===== config.mk =====
export PLATFORM = sky130hd
export DESIGN_NAME = lmpd_ctl
export DESIGN_NICKNAME = d
export VERILOG_FILES = /design/src/hw/rtl/lmpd_pkg.sv /design/src/hw/rtl/lmpd_ctl.sv
export SDC_FILE = /design/constraint.sdc
export NUM_CORES = 1
export LEC_CHECK = 0
export BUFFER_PORTS_ARGS = -buffer_cell sky130_fd_sc_hd__buf_2
export CAP_MARGIN = 20
export CORE_MARGIN = 1
export CORE_UTILIZATION = 30
export CTS_CLUSTER_DIAMETER = 80
export DETAILED_ROUTE_END_ITERATION = 16
export SYNTH_ARGS = -nofsm -noshare
export SYNTH_HDL_FRONTEND = slang
export SYNTH_SLANG_ARGS = --single-unit

===== constraint.sdc =====
create_clock -name clock -period 1.8 [get_ports clock]
set_input_delay 0.45 -clock clock [delete_from_list [all_inputs] [get_ports clock]]
set_output_delay 0.45 -clock clock [all_outputs]
set_load 0.02 [all_outputs]

===== src/hw/rtl/lmpd_pkg.sv =====
// ----------------------------------------------------------------------------
// lmpd_pkg: shared types and constants of the local-maximum peak detector
// Holds geometry limits, divider widths, controller codes and the command and
// status bundles between controller and datapath.
// ----------------------------------------------------------------------------
package lmpd_pkg;

   localparam int unsigned MaxWidth  = 4096;
   localparam int unsigned MaxHeight = 4096;
   localparam int unsigned ColBits   = $clog2(MaxWidth);
   localparam int unsigned RowBits   = 12;
   localparam int unsigned PixBits   = 32;
   localparam int unsigned GeoBits   = 13;
   localparam int unsigned SigmaBits = 31;
   localparam int unsigned DivBits   = 40;               // signed divider operands
   localparam int unsigned QuoBits   = DivBits + 16;     // dividend after scaling
   localparam int unsigned CntBits   = $clog2(QuoBits);
   localparam int unsigned OffBits   = 30;               // holds +-2^28
   localparam int unsigned NumDivs   = 5;
   localparam int unsigned SelBits   = 3;

   // register indexes of the write port
   localparam logic [1:0] CsrWidth  = 2'd0;
   localparam logic [1:0] CsrHeight = 2'd1;
   localparam logic [1:0] CsrSigma  = 2'd2;

   // division jobs, in issue order
   localparam logic [SelBits-1:0] DivSig = 3'd0;
   localparam logic [SelBits-1:0] DivE1  = 3'd1;
   localparam logic [SelBits-1:0] DivE2  = 3'd2;
   localparam logic [SelBits-1:0] DivOx  = 3'd3;
   localparam logic [SelBits-1:0] DivOy  = 3'd4;

   typedef enum logic [1:0] {
      SAT_SIG   = 2'b00,
      SAT_ELLIP = 2'b01,
      SAT_POS   = 2'b10
   } sat_kind_type;

   typedef enum logic [5:0] {
      ST_IDLE  = 6'b000001,
      ST_SHIFT = 6'b000010,
      ST_CHECK = 6'b000100,
      ST_DIV   = 6'b001000,
      ST_OUT   = 6'b010000,
      ST_SPARE = 6'b100000
   } ctl_state_type;

   typedef struct packed {
      logic                accept;
      logic                shift;
      logic                div_start;
      logic [SelBits-1:0]  div_sel;
   } ctl_cmd_type;

   typedef struct packed {
      logic peak;
      logic div_done;
   } dp_sts_type;

   // magnitude limit of a saturated quotient
   function automatic logic [QuoBits-1:0] sat_cap(sat_kind_type kind, logic neg);
      logic [QuoBits-1:0] cap;
      begin
         case (kind)
            SAT_SIG:   cap = neg ? QuoBits'(64'h8000_0000) : QuoBits'(64'h7FFF_FFFF);
            SAT_ELLIP: cap = neg ? QuoBits'(64'h8000) : QuoBits'(64'h7FFF);
            SAT_POS:   cap = QuoBits'(64'h1000_0000);
            default:   cap = '0;
         endcase
         return cap;
      end
   endfunction

endpackage


===== src/hw/rtl/lmpd_ctl.sv =====
// ----------------------------------------------------------------------------
// lmpd_ctl: controller of the peak detector
// Sequences pixel intake, window update, peak test, the five divisions and
// the result handshake.
// ----------------------------------------------------------------------------
module lmpd_ctl (
   input  logic                  clock,
   input  logic                  reset,
   input  logic                  in_valid,
   output logic                  in_ready,
   output logic                  out_valid,
   input  logic                  out_ready,
   input  lmpd_pkg::dp_sts_type  sts,
   output lmpd_pkg::ctl_cmd_type cmd
);

   lmpd_pkg::ctl_state_type          state_ff, state_in;
   logic [lmpd_pkg::SelBits-1:0]     idx_ff, idx_in;

   always_comb begin
      state_in      = state_ff;
      idx_in        = idx_ff;
      cmd.accept    = 1'b0;
      cmd.shift     = 1'b0;
      cmd.div_start = 1'b0;
      cmd.div_sel   = lmpd_pkg::DivSig;
      in_ready      = 1'b0;
      out_valid     = 1'b0;
      case (state_ff)
         lmpd_pkg::ST_IDLE: begin
            in_ready   = 1'b1;
            cmd.accept = in_valid;
            if (in_valid) state_in = lmpd_pkg::ST_SHIFT;
         end
         lmpd_pkg::ST_SHIFT: begin
            cmd.shift = 1'b1;
            state_in  = lmpd_pkg::ST_CHECK;
         end
         lmpd_pkg::ST_CHECK: begin
            if (sts.peak) begin
               cmd.div_start = 1'b1;
               cmd.div_sel   = lmpd_pkg::DivSig;
               idx_in        = lmpd_pkg::DivSig;
               state_in      = lmpd_pkg::ST_DIV;
            end else begin
               state_in = lmpd_pkg::ST_IDLE;
            end
         end
         lmpd_pkg::ST_DIV: begin
            if (sts.div_done) begin
               if (idx_ff == lmpd_pkg::DivOy) begin
                  state_in = lmpd_pkg::ST_OUT;
               end else begin
                  idx_in        = idx_ff + 1'b1;
                  cmd.div_start = 1'b1;
                  cmd.div_sel   = idx_ff + 1'b1;
               end
            end
         end
         lmpd_pkg::ST_OUT: begin
            out_valid = 1'b1;
            if (out_ready) state_in = lmpd_pkg::ST_IDLE;
         end
         default: begin
            state_in = lmpd_pkg::ST_IDLE;
         end
      endcase
   end

   always_ff @(posedge clock) begin
      if (reset) begin
         state_ff <= lmpd_pkg::ST_IDLE;
         idx_ff   <= lmpd_pkg::DivSig;
      end else begin
         state_ff <= state_in;
         idx_ff   <= idx_in;
      end
   end

endmodule


==> flow_metrics.tcl <==
set metrics [dict create \
    setup_viol 4 \
    drive_above_1_share_pct 50.00 \
    hold_viol 0 \
    synth_edf_count 0 \
    critPathArrivalTime_ps 1630 \
    antenna_found_initial 0 \
    area_growth_pct 45.93 \
    total_power_mw 0.4395 \
    die_x_um 43.10 \
    cts_tree "done" \
    async_flop_share_pct 0 \
    synth-seq-cells 8 \
    final_max_slew_viol_count 0 \
    synth_nets 67 \
    clock.fmax_mhz 480.6 \
    clockBufferDepth 2 \
    worstSkewPairLatency_ps 260 \
    synth_xor_area_share_pct 1.728 \
    ys_types 30 \
    p_leak_nw 0.3089 \
    rsz0062_at_grt "true" \
    core_area_sq_mm 0.001541 \
    holdWs_ps 464.8 \
    setup_ws_ps -280.6 \
    avgSynthCellArea_sq_um 8.589 \
    postLayoutCoreUtil_pct 47.97 \
    cp-end-kind "primary output" \
    die_area_sq_mm 0.001858 \
    grt.overflow.total 0 \
    criticalPathCategory "reg -> out" \
    wirelength_um 1249 \
    io_buffers 13 \
    synth.largest_area_cell "dfxtp_1" \
    nFillCells 166 \
    synth_top_flop_cell "dfxtp_1" \
    cp_slowest_cell "or3b_4" \
    gr-usage-met1_pct 16.54 \
    synth_area_leaders "dfxtp_1 (32%), nand3b_1 (5.9%), ha_1 (4.9%), and3b_2 (4.0%), inv_1 (3.7%)" \
    fin_area_sq_um 739.5 \
    root_buffer "clkbuf_4" \
    synth_fa_ha_area_share_pct 4.938 \
    min_path_type "in -> reg" \
    cts_sinks 8 \
    hpwl_um 805.2 \
    fin_skew_ps 8.352 \
    start_kind "flip-flop" \
    post_drt_wl_per_cell_um 12.74 \
    critical-path-max-stage-delay_ps 400 \
    htree_levels 1 \
    cts_buffers 3 \
    fin_crit_sh_pct 115.6 \
    ys_seq_area_share_pct 31.60 \
    initial_utilization_pct 32.87 \
    grt_max_degree 11 \
    synth.cell_area_sq_um 506.7 \
    yosys.area_share.simple_pct 41.98 \
    slew_headroom_pct 74.12 \
    final_cell_mix "buf_4 (9), buf_2 (7), buf_6 (5)" \
    fp.dieH_um 43.10 \
    synth_top_area_share_pct 31.60 \
    rows 14 \
    worstPathCellList "or3_4 > or3b_4 > inv_4 > and2_4 > buf_6" \
    use_met2_pct 21.79 \
    drt_iter0_drc 11 \
    track_usage_pct 13.98 \
    synth_top_family_by_area "simple AND/OR/NAND/NOR gates" \
    grt_pass1_wl_um 1856 \
    grt_pass1_vias 438 \
    synthMuxAreaShare_pct 0 \
    status "finished, violations left" \
    violations "negative setup slack" \
    dr.pass1.iters 4 \
    maxCapViolations 0 \
    use_met3_pct 7.660 \
    fin_crit_ps 2081 \
    p_per_area_mw_per_mm2 594.3 \
    crit_path_max_fanout 2 \
    cts.clk_slew.worst_paths_ps 60 \
    io_pins 14 \
    drcViolationCount 0 \
    yosys_warnings 0 \
    synthCells 59 \
    diodes 0 \
    gp_congestion 0.7624 \
    ant_nets 0 \
    fin_nets 92 \
    worst_pin_slew_ps 383.3 \
    required_ps 1350 \
    routed_via_density 5.531 \
    synth_compound_area_share_pct 15.31 \
    place_area_sq_um 633.1 \
    mostFrequentLayoutCell "buf_4" \
    busiest_layer "met2" \
    vdd_drop_max_mv 0.5090 \
    vias 542 \
]
==> stage by stage <==
stage	TNS, ps	std cells	worst slack, ps
5_1_grt	-1078	98	-338.3
2_1_floorplan	-28.58	59	-28.58
4_1_cts	-604.4	97	-288.2
3_5_place_dp	-56.09	92	-56.09
3_3_place_gp	-44.29	92	-44.29
6_report	-689.6	98	-280.6
==> state kept, by name, indices dropped and copies added (netlist names) <==
| name | flops |
|---|---|
| idx_ff | 3 |
| state_ff | 5 |
==> cells in the mapped netlist, types with 2 or more instances <==
library cell  instances
o21ai_0               3
and3_1                2
and3b_2               2
inv_1                 5
o32ai_1               2
a211oi_1              2
dfxtp_1               8
nand4_1               2
or3_1                 2
ha_1                  2
nor3b_1               2
nand2b_1              2
nand3b_1              4
nand3_1               2
nor2_1                4
==> final cells by class <==
class                   count  area, sq um  share of cell area (%)
flip-flops and latches      8        167.7                   22.67
multi-input cells          45        349.1                   47.21
well taps                  16        20.02                   2.707
clock buffers               3        22.52                   3.046
repair buffers             21        158.9                   21.49
inverters                   5        21.27                   2.876
==> critical path, delay by kind of cell, from the launching register on <==
kind	cells	cell delay [ps]
AND/OR/NAND/NOR	3	910
flip-flops	1	300
buffers and inverters	2	170
==> power breakdown <==
group	switching (mW)	internal, mW
registers	0.00649	0.181
logic	0.0474	0.0573
clock network	0.0706	0.0769
total	0.125	0.315
==> metal layers <==
layer / share of wire [%] / up-vias
met5: 0 / -
met4: 0.64 / 0
met3: 6.2 / 2
met2: 49 / 15
met1: 44 / 258
li1: - / 267
==> worst paths after layout <==
path | from | end | slack, ps | cells after the start
min | out_ready | state_ff[4] | 460 | 3
max | state_ff[1] | cmd[5] | -280 | 5
max reg2reg | state_ff[1] | state_ff[0] | 0 | 5
min reg2reg | idx_ff[0] | idx_ff[0] | 490 | 2
==> logic make-up after synthesis <==
| group | count (synthesis) |
|---|---|
| flip-flops | 8 |
| XOR/XNOR | 1 |
| AO/OA/AOI/OAI | 11 |
| adder cells (fa/ha/maj) | 2 |
| buffers and inverters | 6 |
| AND/OR/NAND/NOR | 31 |
==> what timing repair did <==
| action | in CTS | in global routing |
|---|---|---|
| setup buffers | 2 | 1 |
| resized for setup | 13 | 9 |
| hold buffers | 0 | 0 |
| setup endpoints to repair | 8 | 8 |
| pin swaps | 0 | 6 |
No activity file was read; power rests on OpenSTA's default activity.
